[src/hdl/utf8sd_pkg.sv]
// Types, constants and the lead byte classifier of the UTF-8 stream decoder.
`timescale 1ns / 1ps

package utf8sd_pkg;

    localparam int COUNT_WIDTH_DEFAULT = 16;

    localparam int CP_W       = 21;
    localparam int TOTAL_W    = 16;
    localparam int IN_TDATA_W = 8;
    // code_valid + code_point + is_drawable + drawable_total, padded to bytes
    localparam int OUT_TDATA_W = 40;

    localparam logic [CP_W-1:0] REPLACEMENT_CP = 21'h00FFFD;

    // Pending second byte range checks
    localparam logic [2:0] CHK_NONE = 3'd0;
    localparam logic [2:0] CHK_E0   = 3'd1;
    localparam logic [2:0] CHK_ED   = 3'd2;
    localparam logic [2:0] CHK_F0   = 3'd3;
    localparam logic [2:0] CHK_F4   = 3'd4;

    typedef enum logic [2:0] {
        LEAD_ASCII,
        LEAD_BAD,
        LEAD_SKIP1,
        LEAD_TWO,
        LEAD_THREE,
        LEAD_FOUR
    } utf8sd_lead_t;

    typedef struct packed {
        logic [CP_W-1:0] partial;
        logic [1:0]      owed;
        logic [1:0]      skip;
        logic [2:0]      check;
    } utf8sd_state_t;

    typedef struct packed {
        logic            valid;
        logic [CP_W-1:0] cp;
        logic            drawable;
    } utf8sd_result_t;

    // Classifies a byte seen where a lead byte is expected.
    function automatic utf8sd_lead_t lead_class(input logic [7:0] b);
        utf8sd_lead_t c;
        priority if (b < 8'h80)
            c = LEAD_ASCII;
        else if (b < 8'hC0 || b > 8'hF4)
            c = LEAD_BAD;
        else if (b < 8'hC2)
            c = LEAD_SKIP1;
        else if (b < 8'hE0)
            c = LEAD_TWO;
        else if (b < 8'hF0)
            c = LEAD_THREE;
        else
            c = LEAD_FOUR;
        return c;
    endfunction

endpackage

[src/hdl/utf8sd_step.sv]
// Combinational decode of one byte against the current decoder state.
`timescale 1ns / 1ps

module utf8sd_step (
    input  utf8sd_pkg::utf8sd_state_t  state,
    input  logic [7:0]                 data_byte,
    input  logic                       final_byte,
    output utf8sd_pkg::utf8sd_state_t  state_next,
    output utf8sd_pkg::utf8sd_result_t result
);
    import utf8sd_pkg::*;

    logic           done;
    logic           check_fail;
    logic           is_cont;
    logic           valid;
    logic [CP_W-1:0] cp;
    logic [CP_W-1:0] shifted;
    utf8sd_state_t  nxt;

    assign is_cont = (data_byte >= 8'h80) && (data_byte <= 8'hBF);
    assign shifted = {state.partial[CP_W-7:0], data_byte[5:0]};

    always_comb
    begin
        unique case (state.check)
            CHK_E0:  check_fail = (data_byte >= 8'h80) && (data_byte <= 8'h9F);
            CHK_ED:  check_fail = (data_byte >= 8'hA0) && (data_byte <= 8'hBF);
            CHK_F0:  check_fail = (data_byte >= 8'h80) && (data_byte <= 8'h8F);
            CHK_F4:  check_fail = (data_byte >= 8'h90) && (data_byte <= 8'hBF);
            default: check_fail = 1'b0;
        endcase
    end

    always_comb
    begin
        nxt   = state;
        valid = 1'b0;
        done  = 1'b0;
        cp    = '0;

        if (state.skip != 2'd0)
        begin
            nxt.skip = state.skip - 2'd1;
            done     = 1'b1;
        end
        else if (state.check != CHK_NONE)
        begin
            nxt.check = CHK_NONE;
            if (check_fail)
            begin
                valid    = 1'b1;
                cp       = REPLACEMENT_CP;
                nxt.skip = (state.owed != 2'd0) ? state.owed - 2'd1 : 2'd0;
                nxt.owed = 2'd0;
                done     = 1'b1;
            end
        end

        if (!done && state.owed != 2'd0)
        begin
            if (is_cont)
            begin
                nxt.partial = shifted;
                nxt.owed    = state.owed - 2'd1;
                if (state.owed == 2'd1)
                begin
                    valid = 1'b1;
                    cp    = shifted;
                end
            end
            else
            begin
                // Broken sequence: this byte is eaten, the rest is dropped.
                valid    = 1'b1;
                cp       = REPLACEMENT_CP;
                nxt.skip = state.owed - 2'd1;
                nxt.owed = 2'd0;
            end
        end
        else if (!done)
        begin
            unique case (lead_class(data_byte))
                LEAD_ASCII:
                begin
                    valid = 1'b1;
                    cp    = {13'd0, data_byte};
                end
                LEAD_BAD:
                begin
                    valid = 1'b1;
                    cp    = REPLACEMENT_CP;
                end
                LEAD_SKIP1:
                begin
                    valid    = 1'b1;
                    cp       = REPLACEMENT_CP;
                    nxt.skip = 2'd1;
                end
                LEAD_TWO:
                begin
                    nxt.partial = {16'd0, data_byte[4:0]};
                    nxt.owed    = 2'd1;
                end
                LEAD_THREE:
                begin
                    nxt.partial = {17'd0, data_byte[3:0]};
                    nxt.owed    = 2'd2;
                    nxt.check   = (data_byte == 8'hE0) ? CHK_E0 :
                                  (data_byte == 8'hED) ? CHK_ED : CHK_NONE;
                end
                LEAD_FOUR:
                begin
                    nxt.partial = {18'd0, data_byte[2:0]};
                    nxt.owed    = 2'd3;
                    nxt.check   = (data_byte == 8'hF0) ? CHK_F0 :
                                  (data_byte == 8'hF4) ? CHK_F4 : CHK_NONE;
                end
                default:
                begin
                    valid = 1'b1;
                    cp    = REPLACEMENT_CP;
                end
            endcase
        end

        // A string that ends inside a sequence closes it with a replacement.
        if (final_byte && !valid && (nxt.owed != 2'd0 || nxt.check != CHK_NONE))
        begin
            valid = 1'b1;
            cp    = REPLACEMENT_CP;
        end
    end

    assign state_next      = nxt;
    assign result.valid    = valid;
    assign result.cp       = cp;
    assign result.drawable = valid && (cp > 21'd31) && (cp != 21'd127)
                             && ((cp < 21'd128) || (cp > 21'd159));

endmodule

[src/hdl/utf8_stream_decoder_core.sv]
// Top level of the UTF-8 stream decoder: byte in, one code point result out.
//
//  Channel   | Beat carries                                   | Handshake
//  ----------+------------------------------------------------+-------------------
//  s_axis    | tdata[7:0] data_byte, tlast final_byte         | s_tvalid/s_tready
//  m_axis    | tdata code_valid, code_point, is_drawable,     | m_tvalid/m_tready
//            | drawable_total; tlast string_end               |
//
// Every input beat produces exactly one output beat, through the input and result registers.
// Throughput is one byte per cycle while m_tready is high: the decode of a byte is one pass
// from the input register through the lead table and shift-or logic into the result register.
// rst_n clears the pipeline valid bits, the decode state and the drawable count.
// A stall on m_tready holds the result register; the input register still
// refills while it is empty, and the input stalls once both stages are full.
`timescale 1ns / 1ps

module utf8_stream_decoder_core #(
    parameter int COUNT_WIDTH = utf8sd_pkg::COUNT_WIDTH_DEFAULT
) (
    input  logic                               clk,
    input  logic                               rst_n,
    input  logic                               s_tvalid,
    output logic                               s_tready,
    // [7:0] data_byte
    input  logic [utf8sd_pkg::IN_TDATA_W-1:0]  s_tdata,
    input  logic                               s_tlast,
    output logic                               m_tvalid,
    input  logic                               m_tready,
    // [0] code_valid, [21:1] code_point, [22] is_drawable,
    // [38:23] drawable_total, [39] zero
    output logic [utf8sd_pkg::OUT_TDATA_W-1:0] m_tdata,
    output logic                               m_tlast
);
    import utf8sd_pkg::*;

    localparam logic [COUNT_WIDTH-1:0] CountMax = '1;
    // The reported total tops out at the 16-bit maximum.
    localparam logic [COUNT_WIDTH-1:0] TotalMax = COUNT_WIDTH'(17'h0FFFF);

    // Input register stage
    logic       in_valid_reg;
    logic [7:0] in_byte_reg;
    logic       in_last_reg;

    // Decode state, carried from one byte to the next
    utf8sd_state_t          state_reg;
    utf8sd_state_t          state_next;
    logic [COUNT_WIDTH-1:0] count_reg;
    logic [COUNT_WIDTH-1:0] count_next;

    // Result register stage
    logic               out_valid_reg;
    logic               out_code_valid_reg;
    logic [CP_W-1:0]    out_cp_reg;
    logic               out_drawable_reg;
    logic [TOTAL_W-1:0] out_total_reg;
    logic               out_last_reg;

    utf8sd_result_t     result;
    logic [TOTAL_W-1:0] total;
    logic               advance;
    logic               out_free;

    // The result register can take a new beat when empty or draining now.
    assign out_free = !out_valid_reg || m_tready;
    assign advance  = in_valid_reg && out_free;
    assign s_tready = !in_valid_reg || out_free;

    utf8sd_step u_step (
        .state      (state_reg),
        .data_byte  (in_byte_reg),
        .final_byte (in_last_reg),
        .state_next (state_next),
        .result     (result)
    );

    always_comb
    begin
        count_next = count_reg;
        if (result.drawable && count_reg != CountMax)
            count_next = count_reg + 1'b1;
        total = (count_next > TotalMax) ? 16'hFFFF : TOTAL_W'(count_next);
    end

    always_ff @(posedge clk or negedge rst_n)
    begin
        if (!rst_n)
        begin
            in_valid_reg  <= 1'b0;
            out_valid_reg <= 1'b0;
            state_reg     <= '0;
            count_reg     <= '0;
        end
        else
        begin
            if (s_tvalid && s_tready)
                in_valid_reg <= 1'b1;
            else if (advance)
                in_valid_reg <= 1'b0;

            if (advance)
                out_valid_reg <= 1'b1;
            else if (m_tready)
                out_valid_reg <= 1'b0;

            if (advance)
            begin
                // The last byte of a string leaves everything cleared.
                state_reg <= in_last_reg ? '0 : state_next;
                count_reg <= in_last_reg ? '0 : count_next;
            end
        end
    end

    always_ff @(posedge clk)
    begin
        if (s_tvalid && s_tready)
        begin
            in_byte_reg <= s_tdata[7:0];
            in_last_reg <= s_tlast;
        end
        if (advance)
        begin
            out_code_valid_reg <= result.valid;
            out_cp_reg         <= result.cp;
            out_drawable_reg   <= result.drawable;
            out_total_reg      <= total;
            out_last_reg       <= in_last_reg;
        end
    end

    assign m_tvalid = out_valid_reg;
    assign m_tlast  = out_last_reg;
    assign m_tdata  = {1'b0, out_total_reg, out_drawable_reg, out_cp_reg,
                       out_code_valid_reg};

endmodule

[config.mk]
export PLATFORM = sky130hd
export DESIGN_NAME = utf8_stream_decoder_core
export DESIGN_NICKNAME = d
export VERILOG_FILES = /design/src/hdl/utf8sd_pkg.sv /design/src/hdl/utf8sd_step.sv /design/src/hdl/utf8_stream_decoder_core.sv
export SDC_FILE = /design/constraint.sdc
export NUM_CORES = 1
export LEC_CHECK = 0
export ABC_AREA = 1
export BUFFER_PORTS_ARGS = -buffer_cell sky130_fd_sc_hd__clkbuf_2
export CAP_MARGIN = 20
export CORE_AREA = 2 2 113 115
export DETAILED_ROUTE_END_ITERATION = 10
export DIE_AREA = 0 0 115 117
export PLACE_DENSITY = 0.63
export SYNTH_ARGS = -nofsm -noshare
export SYNTH_HDL_FRONTEND = slang
export SYNTH_SLANG_ARGS = --single-unit
[constraint.sdc]
create_clock -name clk -period 3.6 [get_ports clk]
set_clock_uncertainty 0.2 [all_clocks]
set_input_delay 0.54 -clock clk [delete_from_list [all_inputs] [get_ports clk]]
set_output_delay 0.54 -clock clk [all_outputs]
set_load 0.01 [all_outputs]
-- After elaboration in Yosys (flattened, before gate mapping)
Index checks and enable logic that the tools add are counted.
- add/sub/neg operators: 3
- magnitude comparators: 16
- eq/ne operators: 17
- muxes and demuxes: 53
- reductions and logical operators: 34
- operators with widths (kind ; count):
    2-to-1 mux 21 bit ; 7
    case mux 17 bit (3 select lines) ; 1
    2-to-1 mux 16 bit ; 3
    2-to-1 mux 22 bit ; 2
    case mux 21 bit (2 select lines) ; 1
    less-than comparator 8 bit (second input constant) ; 5
    2-to-1 mux 3 bit ; 11
    equality test 8 bit (second input constant) ; 4
    greater-or-equal comparator 8 bit (second input constant) ; 3
    <= comparator 8 bit (second input constant) ; 3
    > comparator 21 x 5 -> 1 bit (second input constant) ; 1
    > comparator 21 x 8 -> 1 bit (second input constant) ; 1
    less-than comparator 21 x 8 -> 1 bit (second input constant) ; 1
    != test 21 x 7 -> 1 bit (second input constant) ; 1
    2-to-1 mux 19 bit ; 1
    adder 16 x 1 -> 16 bit (second input constant) ; 1
    > comparator 16 bit (second input constant) ; 1
    != test 16 bit (second input constant) ; 1
    2-to-1 mux 1 bit ; 15
    2-to-1 mux 15 bit ; 1
    logical AND 1 bit ; 14
    2-to-1 mux 2 bit ; 7
    equality test 3 x 2 -> 1 bit (second input constant) ; 4
    nonzero test 2 bit ; 5
    other kinds (18) ; 29
- bits in registers: 89
- input bits: 13
- word-level logic and storage cells: 137

-- Logic depth before layout (Yosys ltp)
Gate-level depths: netlist of the first run.
- word-level depth: 25
- mapped depth: 23

-- By module
A second synthesis of the first run with hierarchy kept.
- cell total of the unflattened synthesis: 686
- area, all modules: 5590.4 um^2
- by module, submodules not included (module ; times used ; cells each ; area an instance (um^2)):
    utf8_stream_decoder_core ; 1 ; 334 ; 3853.7
    utf8sd_step ; 1 ; 352 ; 1736.7

-- Worst setup path before layout of the first run
No wires, ideal clock.
- kind: register to register
- start: register in_byte_reg[5]
- end: register out_total_reg[0] (data pin)
- data arrival time: 2.464 ns
- path slack: 0.681 ns
- stages on the path, launching flop included: 21
- cells stage by stage: edfxtp_1 nor2_2 o21ai_0 nand2_1 nand2_1 nand2_2 nand3_2 buf_6 nand2_2 nand2_1 nor2_1 nand3_1 nand2_2 buf_6 nand3_4 nor3_4 nand3_4 nand2_4 buf_12 nand2_1 and2_1
- word-level cells in the longest chain between the ends: 24
- elaborated cells between the ends (all ways): 86
- RTL lines (item ; RTL line ; RTL):
    from (decl) ; utf8_stream_decoder_core.sv:42 ; logic [7:0] in_byte_reg;
    from (signal assigned) ; utf8_stream_decoder_core.sv:119 ; in_byte_reg <= s_tdata[7:0];
    less-than comparator 8 bit ; utf8sd_pkg.sv:56 ; else if (b < 8'hF0)
    2-to-1 mux 1 bit ; utf8sd_pkg.sv:56 ;
    2-to-1 mux 3 bit ; utf8sd_pkg.sv:54 ; else if (b < 8'hE0)
    2-to-1 mux 3 bit ; utf8sd_pkg.sv:52 ; else if (b < 8'hC2)
    2-to-1 mux 3 bit ; utf8sd_pkg.sv:50 ; else if (b < 8'hC0 || b > 8'hF4)
    2-to-1 mux 3 bit ; utf8sd_pkg.sv:48 ; priority if (b < 8'h80)
    2-to-1 mux 3 bit ; utf8sd_step.sv:81 ; else if (!done)
    2-to-1 mux 3 bit ; utf8sd_step.sv:60 ; if (!done && state.owed != 2'd0)
    (+8 left out) ; n/a ;
    2-to-1 mux 21 bit ; utf8sd_step.sv:128 ; if (final_byte && !valid && (nxt.owed != 2'd0 || nxt.check != CHK_NONE))
    > comparator 21 x 5 -> 1 bit ; utf8sd_step.sv:138 ; assign result.drawable = valid && (cp > 21'd31) && (cp != 21'd127)
    logical AND 1 bit (2 in series) ; utf8sd_step.sv:138 ;
    logical AND 1 bit * ; utf8sd_step.sv:139 ; && ((cp < 21'd128) || (cp > 21'd159));
    logical AND 1 bit * ; utf8_stream_decoder_core.sv:80 ; if (result.drawable && count_reg != CountMax)
    2-to-1 mux 16 bit * ; utf8_stream_decoder_core.sv:80 ;
    net count_next[0] ; utf8_stream_decoder_core.sv:49 ; logic [COUNT_WIDTH-1:0] count_next;
    > comparator 16 bit ; utf8_stream_decoder_core.sv:82 ; total = (count_next > TotalMax) ? 16'hFFFF : TOTAL_W'(count_next);
    to (signal assigned) ; utf8_stream_decoder_core.sv:127 ; out_total_reg <= total;
    to (decl) ; utf8_stream_decoder_core.sv:56 ; logic [TOTAL_W-1:0] out_total_reg;
Mark *: on every way through the listed nets, which the timed path passes. The rest lies on a longest branch. The select of a mux whose other input is x is not followed.
A chain may end at the register's enable or synchronous reset.

-- Worst setup path in the final report of the first run
Ends and elaborated chain as after synthesis.

==> impl_metrics.tcl, run 1 <==
set metrics [dict create \
    path_class "reg2reg" \
    ir_drop_v 0.000233 \
    overflow 0 \
    r2r-start "in_byte_reg[5]$_DFFE_PP_" \
    regArea_sq_um 2470 \
    syn_area_per_cell_sq_um 8.61 \
    start_kind "flip-flop" \
    synthMuxAreaShare_pct 0 \
    final_area_sq_um 5710 \
    end_kind "flip-flop" \
    fin_crit_ns 3.38 \
    rsz0062_at_grt "false" \
    synth_edf_count 49 \
    synth_nets 578 \
    clk_latency_ns 0.34 \
    synth_top_family_by_area "simple AND/OR/NAND/NOR gates" \
    coreArea_sq_um 12300 \
    pre_cts_slack_ns 0.109 \
    critical_path_arrival_ns 3.29 \
    io-pin-count 56 \
    n_antenna_cell 0 \
    die_area_sq_um 13500 \
    synth_xor_area_share_pct 2.18 \
    finalCritPeriodShare_pct 94.0 \
    gp_congestion 0.928 \
    wl_per_cell_microns 15.2 \
    portBuffers 54 \
    synth_most_common_cell "nand2_1" \
    ys.flop_type "edfxtp_1" \
    clock.fmax_mhz 296 \
    cp-endpoint "out_total_reg[0]$_DFFE_PP_" \
    track_usage_pct 18.6 \
    grt_pass1_wl_microns 19600 \
    slew_violations 0 \
    yosysTopAreaCell "edfxtp_1" \
    yosys.area.top_type_share_pct 30.5 \
    r2r_slack_ns 0.22 \
    htree_levels 3 \
    fillerInstances 1214 \
    fp-row-count 41 \
    synth_cells 560 \
    synth-seq-cells 89 \
    netlist_top_cells_area "edfxtp_1, dfrtp_1, nand2_1" \
    stdcell_count 787 \
    netlist_area_sq_um 4820 \
    finalSetupTns_ns 0 \
    worst_slew_pin_slew_ns 0.790 \
    setup_slack_ns 0.217 \
    largest_reg_flops 22 \
    antenna_found_initial 0 \
    whs_path_depth 1 \
    synth_common_cells "nand2_1, inv_1, edfxtp_1, nand3_1, dfrtp_1" \
    layout.nets 650 \
    fp.dieW_microns 115 \
    critPathLaunch "in_byte_reg[5]$_DFFE_PP_" \
    firstDrtPassIters 5 \
    ys_async_sr_fraction_pct 44.9 \
    grt_pass1_vias 3911 \
    status "complete, no violations" \
    drtIter0Drc 277 \
    critPathRequiredTime_ns 3.50 \
    viasPerCell 5.13 \
    route.detailed.drc 0 \
    yosys_warnings 0 \
    clk_pin_slew_ns 0.07 \
    cts_buffer_depth 2 \
    pwr_density_cell_nw_per_um2 705 \
    setup_violations 0 \
    area_delta_synth_final_pct 18.4 \
    hold_viol 0 \
    max_slew_margin_pct 47.0 \
    p_leak_nw 2.68 \
    placed_area_sq_um 5260 \
    start_util_pct 39.2 \
    utilization_pct 46.4 \
    hold_class "in2reg" \
    die_h_microns 117 \
    timing.rr.end "out_total_reg[0]$_DFFE_PP_" \
    cap_viol_max_count 0 \
    cts.sinks 89 \
    synth_fa_ha_area_share_pct 1.30 \
    reg2reg_depth 15 \
    wl_microns 12000 \
    synth-simple-area-share_pct 27.2 \
    cp_max_fo 18 \
    vias 4041 \
    grt_max_degree 41 \
    multi_input_area_sq_um 1990 \
    place_inst 761 \
    synth_compound_area_share_pct 10.1 \
    ys_seq_area_share_pct 51.3 \
    synth_cell_types 42 \
    dp_hpwl_microns 8620 \
    cts_tree "yes" \
    numCtsBuffers 9 \
    ant_nets 0 \
    cts_root_buf "clkbuf_16" \
    drive_gt1_share_pct 21.5 \
]
==> cells in the final DEF (no fill, tap or decap), types with 3 or more instances in the layout <==
master,n
dfrtp_1,40
inv_2,6
nand3_1,43
a21oi_1,23
bufinv_16,3
xnor2_1,5
o21ai_0,33
buf_4,22
clkbuf_16,9
and2_1,3
clkbuf_2,54
nand4_1,7
nand2_4,3
o22ai_1,16
xor2_1,7
nand2_1,153
nor3_1,8
nand2_2,22
ha_1,5
inv_1,59
a31oi_1,3
nor2_1,29
edfxtp_1,49
==> worst min path at each step <==
stage | start | end | slack [ns]
floorplan | rst_n | count_reg[0]$_DFFE_PN0P_ | 0.04
global placement | in_last_reg$_DFFE_PP_ | m_tlast$_DFFE_PP_ | 0.27
detailed placement | in_last_reg$_DFFE_PP_ | m_tlast$_DFFE_PP_ | 0.29
CTS | s_tdata[0] | in_byte_reg[0]$_DFFE_PP_ | 0.16
global route | s_tdata[3] | in_byte_reg[3]$_DFFE_PP_ | 0.16
finish | s_tdata[0] | in_byte_reg[0]$_DFFE_PP_ | 0.17
==> logic make-up after synthesis <==
logic type | count (synthesis)
AND/OR/NAND/NOR | 283
flip-flops | 89
AO/OA/AOI/OAI | 86
buffers and inverters | 84
XOR/XNOR | 12
adder cells (fa/ha/maj) | 5
other | 1
==> critical path, cell delays in order (launching register included) <==
cell	delay, ns
edfxtp_1	0.51
buf_4	0.19
nand4_1	0.14
nand2_1	0.10
inv_2	0.07
nand4_2	0.15
nand3_1	0.25
o21ai_0	0.17
a21boi_0	0.38
a21oi_1	0.13
nand2_1	0.08
nand2_1	0.08
nand3_4	0.10
buf_4	0.24
nand3_1	0.16
and2_1	0.19
==> per-stage QoR <==
stage	hold slack [ns]	total power, mW
after floorplan	0.0444	2.47
after global placement	0.271	2.88
after detailed placement	0.288	2.91
after CTS	0.164	3.99
after global routing	0.163	4.29
final	0.171	4.03
==> area by class of cell <==
cell class,count,share of cell area [%]
Clock buffer,10,4.01
Clock inverter,6,2.02
Inverter,66,4.34
Multi-Input combinational cell,388,34.9
Sequential cell,89,43.3
Tap cell,150,3.29
Timing Repair Buffer,78,8.15
==> where the power goes <==
part           total, mW  internal, mW  leakage [nW]  switching (mW)
Combinational       1.49         0.500          1.49           0.994
Clock               1.08         0.684         0.165           0.399
Sequential          1.45          1.35          1.02          0.0958
==> metal layers <==
| metal | routed length, microns | global-route usage (%) | up-vias |
|---|---|---|---|
| li1 | - | - | 2004 |
| met1 | 5760 | 25.9 | 1895 |
| met2 | 5400 | 29.1 | 129 |
| met3 | 607 | 3.66 | 13 |
| met4 | 211 | 6.51 | 0 |
| met5 | 0 | 0 | - |
==> what timing repair did <==
action                     in CTS  in global routing
resized for setup               0                  4
buffers inserted                0                  7
setup endpoints to repair       0                 33
hold endpoints to repair        0                 15
hold buffers                    0                  1
No activity file was read; power rests on OpenSTA's default activity.
==> run 2: changes to the inputs <==
ABC_AREA = default   (was 1)
CORE_AREA = 2 2 112 114   (was 2 2 113 115)
DIE_AREA = 0 0 114 116   (was 0 0 115 117)
PLACE_DENSITY = 0.62   (was 0.63)
SLEW_MARGIN = 30   (was default)
==> impl_metrics.tcl, run 2 <==
set metrics [dict create \
    drive_gt1_share_pct 21.7 \
    wl_per_cell_microns 17.1 \
    setup_slack_ns 0.358 \
    firstDrtPassIters 5 \
    clock.fmax_mhz 308 \
    crit_cells 9 \
    area_delta_synth_final_pct 14.9 \
    cp_max_fo 11 \
    fp.dieW_microns 114 \
    critical_path_arrival_ns 3.27 \
    p_leak_nw 2.19 \
    coreArea_sq_um 11900 \
    grt_pass1_wl_microns 18400 \
    hold_viol 0 \
    synth_cells 444 \
    cts_buffer_depth 2 \
    status "complete, no violations" \
    slowest_stage "edfxtp_1" \
    die_area_sq_um 13200 \
    wl_microns 11000 \
    cp_cell_sequence "and2b_1, o31a_1, a21oi_1, o211ai_1, o31ai_2, o211ai_4, and2_4, or3_4, a221o_1" \
    synth-seq-cells 89 \
    ctsHoldBuffers 0 \
    clk_latency_ns 0.35 \
    r2r-start "in_byte_reg[4]$_DFFE_PP_" \
    finalSetupTns_ns 0 \
    drtIter0Drc 311 \
    final_cell_mix "clkbuf_2, nand2_1, edfxtp_1" \
    ir_drop_v 0.000267 \
    timing.rr.end "count_reg[15]$_DFFE_PN0P_" \
    synth_cell_types 77 \
    antenna_found_initial 0 \
    n_antenna_cell 0 \
    worst_slew_pin_slew_ns 0.728 \
    placed_area_sq_um 5100 \
    fp-row-count 40 \
    pre_cts_slack_ns 0.185 \
    cp-endpoint "count_reg[15]$_DFFE_PN0P_" \
    numCtsBuffers 9 \
    cts_root_buf "clkbuf_16" \
    start_util_pct 39.4 \
    max_stage_delay_ns 0.58 \
    dp_hpwl_microns 7590 \
    reg2reg_depth 9 \
    end_kind "flip-flop" \
    critPathLaunch "in_byte_reg[4]$_DFFE_PP_" \
    pwr_density_cell_nw_per_um2 722 \
    yosys.area.top_type_share_pct 31.3 \
    vias 3664 \
    r2r_slack_ns 0.36 \
    ys.flop_type "edfxtp_1" \
    start_kind "flip-flop" \
    final_common_cell "clkbuf_2" \
    cap_viol_max_count 0 \
    critPathRequiredTime_ns 3.63 \
    rsz0062_at_grt "false" \
    yosys_warnings 0 \
    finalPower_mw 3.90 \
    io-pin-count 56 \
    fillerInstances 1143 \
    slew_violations 0 \
    cts_tree "yes" \
    final_area_sq_um 5390 \
    finalCritPeriodShare_pct 90.1 \
    cts.sinks 89 \
    path_class "reg2reg" \
    die_h_microns 116 \
    synth_edf_count 49 \
    clk_pin_slew_ns 0.06 \
    cts_resized 0 \
    ant_nets 0 \
    layout.nets 510 \
    portBuffers 54 \
    route.detailed.drc 0 \
    cpLargestDelayFamily "compound AO/OA/AOI/OAI gates" \
    largest_reg_flops 22 \
    critPathBufInv 0 \
    htree_levels 3 \
    grt_pass1_vias 3577 \
    netlist_area_sq_um 4690 \
    overflow 0 \
    fin_crit_ns 3.24 \
    ys_async_sr_fraction_pct 44.9 \
    ys_seq_area_share_pct 52.7 \
    synth_common_cells "nand2_1, edfxtp_1, dfrtp_1, a21oi_1, o21ai_0" \
    setup_violations 0 \
    gp_congestion 0.903 \
    netlist_top_cells_area "edfxtp_1, dfrtp_1, nand2_1" \
    synth_most_common_cell "nand2_1" \
    cts_setup_buffers 0 \
    viasPerCell 5.69 \
    yosysTopAreaCell "edfxtp_1" \
    grt_max_degree 41 \
    hold_class "in2async" \
    max_slew_margin_pct 51.4 \
    synth_nets 462 \
    track_usage_pct 17.8 \
    syn_area_per_cell_sq_um 10.6 \
]
run 2: layer usage:
| layer | vias up | global-route usage [%] | share of wire (%) |
|---|---|---|---|
| met5 | - | 0 | 0 |
| met4 | 0 | 7.15 | 2.1 |
| met3 | 21 | 4.71 | 5.8 |
| met2 | 125 | 27.3 | 45 |
| met1 | 1751 | 24.1 | 47 |
| li1 | 1767 | - | - |
run 2: layout make-up:
class,count,area (sq um),area share [%]
clock buffers,11,243,4.50
repair buffers,68,378,7.01
well taps,147,184,3.41
flip-flops and latches,89,2470,45.8
multi-input cells,308,2020,37.5
clock inverters,5,31.3,0.580
inverters,16,60.1,1.11
run 2: power breakdown:
| part | internal [mW] | switching (mW) | total (mW) |
|---|---|---|---|
| clock network | 0.486 | 0.389 | 0.875 |
| logic | 0.546 | 0.947 | 1.49 |
| registers | 1.38 | 0.151 | 1.53 |
run 2: worst min-delay path by stage:
stage,depth (start not counted),end,slack [ns]
after floorplan,0,count_reg[0]$_DFFE_PN0P_,0.04
after global placement,1,m_tvalid$_DFFE_PN0P_,0.28
after detailed placement,1,m_tvalid$_DFFE_PN0P_,0.29
after CTS,1,state_reg[2]$_DFFE_PN0P_,0.05
after global routing,1,state_reg[8]$_DFFE_PN0P_,0.07
final,1,state_reg[2]$_DFFE_PN0P_,0.009
run 2: per-stage QoR:
stage	instances	hold slack, ns	util [%]
6_report	644	0.00926	45.3
5_1_grt	644	0.0680	45.3
4_1_cts	644	0.0499	45.1
3_5_place_dp	628	0.294	42.8
3_3_place_gp	628	0.275	42.8
2_1_floorplan	444	0.0444	-
run 2: logic make-up after synthesis:
group,count (synthesis),synth area share [%]
xor gates and xnor gates,16,2.98
and+or+nand+nor,152,17.3
buffers and inverters,47,4.61
muxes,3,0.666
AOI/OAI and AO/OA,131,20.3
DFF,89,52.7
other,1,0.0799
adders and majority gates,5,1.33
==> run 3: changes to the inputs <==
CORE_AREA = 8 8 118 120   (was 2 2 112 114)
DIE_AREA = 0 0 126 128   (was 0 0 114 116)
GPL_TIMING_DRIVEN = 0   (was default)
==> impl_metrics.tcl, run 3 (synthesized netlist as in run 2, its figures left out) <==
set metrics [dict create \
    overflow 0 \
    crit_cells 10 \
    reg2reg_depth 10 \
    htree_levels 3 \
    cts_tree "yes" \
    dp_hpwl_microns 8260 \
    drtIter0Drc 338 \
    die_area_sq_um 16100 \
    ant_nets 0 \
    grt_max_degree 50 \
    clk_pin_slew_ns 0.07 \
    drive_gt1_share_pct 21.5 \
    vias 3819 \
    p_clk_share_pct 23.6 \
    final_common_cell "clkbuf_2" \
    wl_per_cell_microns 17.6 \
    critPathBufInv 2 \
    p_leak_nw 2.23 \
    r2r_slack_ns 0.15 \
    layout.nets 529 \
    multi_input_area_sq_um 2020 \
    p_sw_mw 1.54 \
    status "complete, no violations" \
    largest_reg_flops 22 \
    cp_max_fo 10 \
    start_util_pct 38.5 \
    gp_congestion 0.851 \
    critPathRequiredTime_ns 3.50 \
    ir_drop_v 0.000239 \
    route.detailed.drc 0 \
    cts.sinks 89 \
    cts_buffer_depth 2 \
    max_stage_delay_ns 0.49 \
    rsz0062_at_grt "false" \
    hold_class "in2async" \
    final_cell_mix "clkbuf_2, nand2_1, edfxtp_1" \
    start_kind "flip-flop" \
    worst_slew_pin_slew_ns 0.836 \
    firstDrtPassIters 6 \
    setup_violations 0 \
    regArea_sq_um 2470 \
    fin_crit_ns 3.45 \
    cp-endpoint "out_total_reg[1]$_DFFE_PP_" \
    cp_cell_sequence "inv_1, ha_1, nor2_2, a21boi_2, a32oi_1, nand4_1, o2bb2ai_2, a21oi_4, clkbuf_4, mux2_2" \
    seqPwrFrac_pct 37.6 \
    n_antenna_cell 0 \
    max_slew_margin_pct 43.8 \
    cpLargestDelayFamily "compound AO/OA/AOI/OAI gates" \
    pwr-share-comb_pct 38.7 \
    finalSetupTns_ns 0 \
    fp.dieW_microns 126 \
    internal_power_mw 2.50 \
    slowest_stage "a21boi_2" \
    pwr_density_cell_nw_per_um2 736 \
    io-pin-count 56 \
    finalPower_mw 4.04 \
    grt_pass1_vias 3792 \
    r2r-start "state_reg[5]$_DFFE_PN0P_" \
    antenna_found_initial 0 \
    clock.fmax_mhz 290 \
    wl_microns 11700 \
    critical_path_arrival_ns 3.35 \
    coreArea_sq_um 12200 \
    portBuffers 54 \
    p_sw_share_pct 38.1 \
    die_h_microns 128 \
    grt_pass1_wl_microns 19200 \
    critPathLaunch "state_reg[5]$_DFFE_PN0P_" \
    path_class "reg2reg" \
    fillerInstances 1175 \
    timing.rr.end "out_total_reg[1]$_DFFE_PP_" \
    slew_violations 0 \
    ctsHoldBuffers 0 \
    numCtsBuffers 9 \
    cts_root_buf "clkbuf_16" \
    viasPerCell 5.73 \
    finalCritPeriodShare_pct 95.8 \
    area_delta_synth_final_pct 17.0 \
    end_kind "flip-flop" \
    hold_viol 0 \
    fin_hold_ws_ns 0.0274 \
    cap_viol_max_count 0 \
    clk_latency_ns 0.35 \
    fp-row-count 41 \
    track_usage_pct 14.8 \
]
-- run 3: cell count changes in the layout (fill, tap and decap cells not counted), sizes merged --
cell / change
buf: +2
bufinv: +1
clkbuf: +17
clkinv: -2
clkinvlp: +1
-- run 3: area by class of cell --
class	instances	area share (%)
timing repair buffer	56	5.24
tap	150	3.42
clock inverter	5	1.00
buffer	31	2.98
inverter	16	1.09
clock buffer	11	4.42
sequential	89	45.0
multi-input combinational	308	36.8
-- run 3: timing repair --
item                                    CTS  global route
pin swaps                                 0             1
endpoints found under the setup margin    1            17
gates resized for setup                   1             6
setup buffers                             0             2
-- run 3: how the worst min path moves through the flow --
stage | start | end | slack (ns) | depth (start not counted)
2_1_floorplan | rst_n | count_reg[0]$_DFFE_PN0P_ | 0.04 | 0
3_3_place_gp | in_valid_reg$_DFFE_PN0P_ | m_tvalid$_DFFE_PN0P_ | 0.28 | 1
6_report | rst_n | state_reg[7]$_DFFE_PN0P_ | 0.03 | 1
5_1_grt | rst_n | state_reg[7]$_DFFE_PN0P_ | 0.08 | 1
3_5_place_dp | in_valid_reg$_DFFE_PN0P_ | m_tvalid$_DFFE_PN0P_ | 0.30 | 1
4_1_cts | rst_n | state_reg[7]$_DFFE_PN0P_ | 0.05 | 1
-- run 3: power groups by stage --
stage	combinational, mW	sequential (mW)	clock, mW
after floorplan	0.990	1.57	0
after global placement	1.50	1.53	0
after detailed placement	1.50	1.54	0
after CTS	1.52	1.52	0.972
after global routing	1.72	1.55	1.01
final	1.56	1.52	0.955
-- run 3: layer usage --
metal  GRT usage [%]  vias up  part of all wire [%]
li1                -     1809                     -
met1            19.1     1860                    46
met2            23.3      132                    45
met3            3.49       18                   6.7
met4            6.51        0                   1.9
met5               0        -                     0
-- run 3: stage by stage --
step	utilization, %	area, sq um	cells	setup WS [ns]
after global placement	42.2	5150	648	-0.502
after CTS	44.8	5470	664	0.0836
after detailed placement	42.3	5160	648	-0.0632
after global routing	45.0	5490	666	0.00926
after floorplan	-	4690	444	0.582
final	45.0	5490	666	0.150
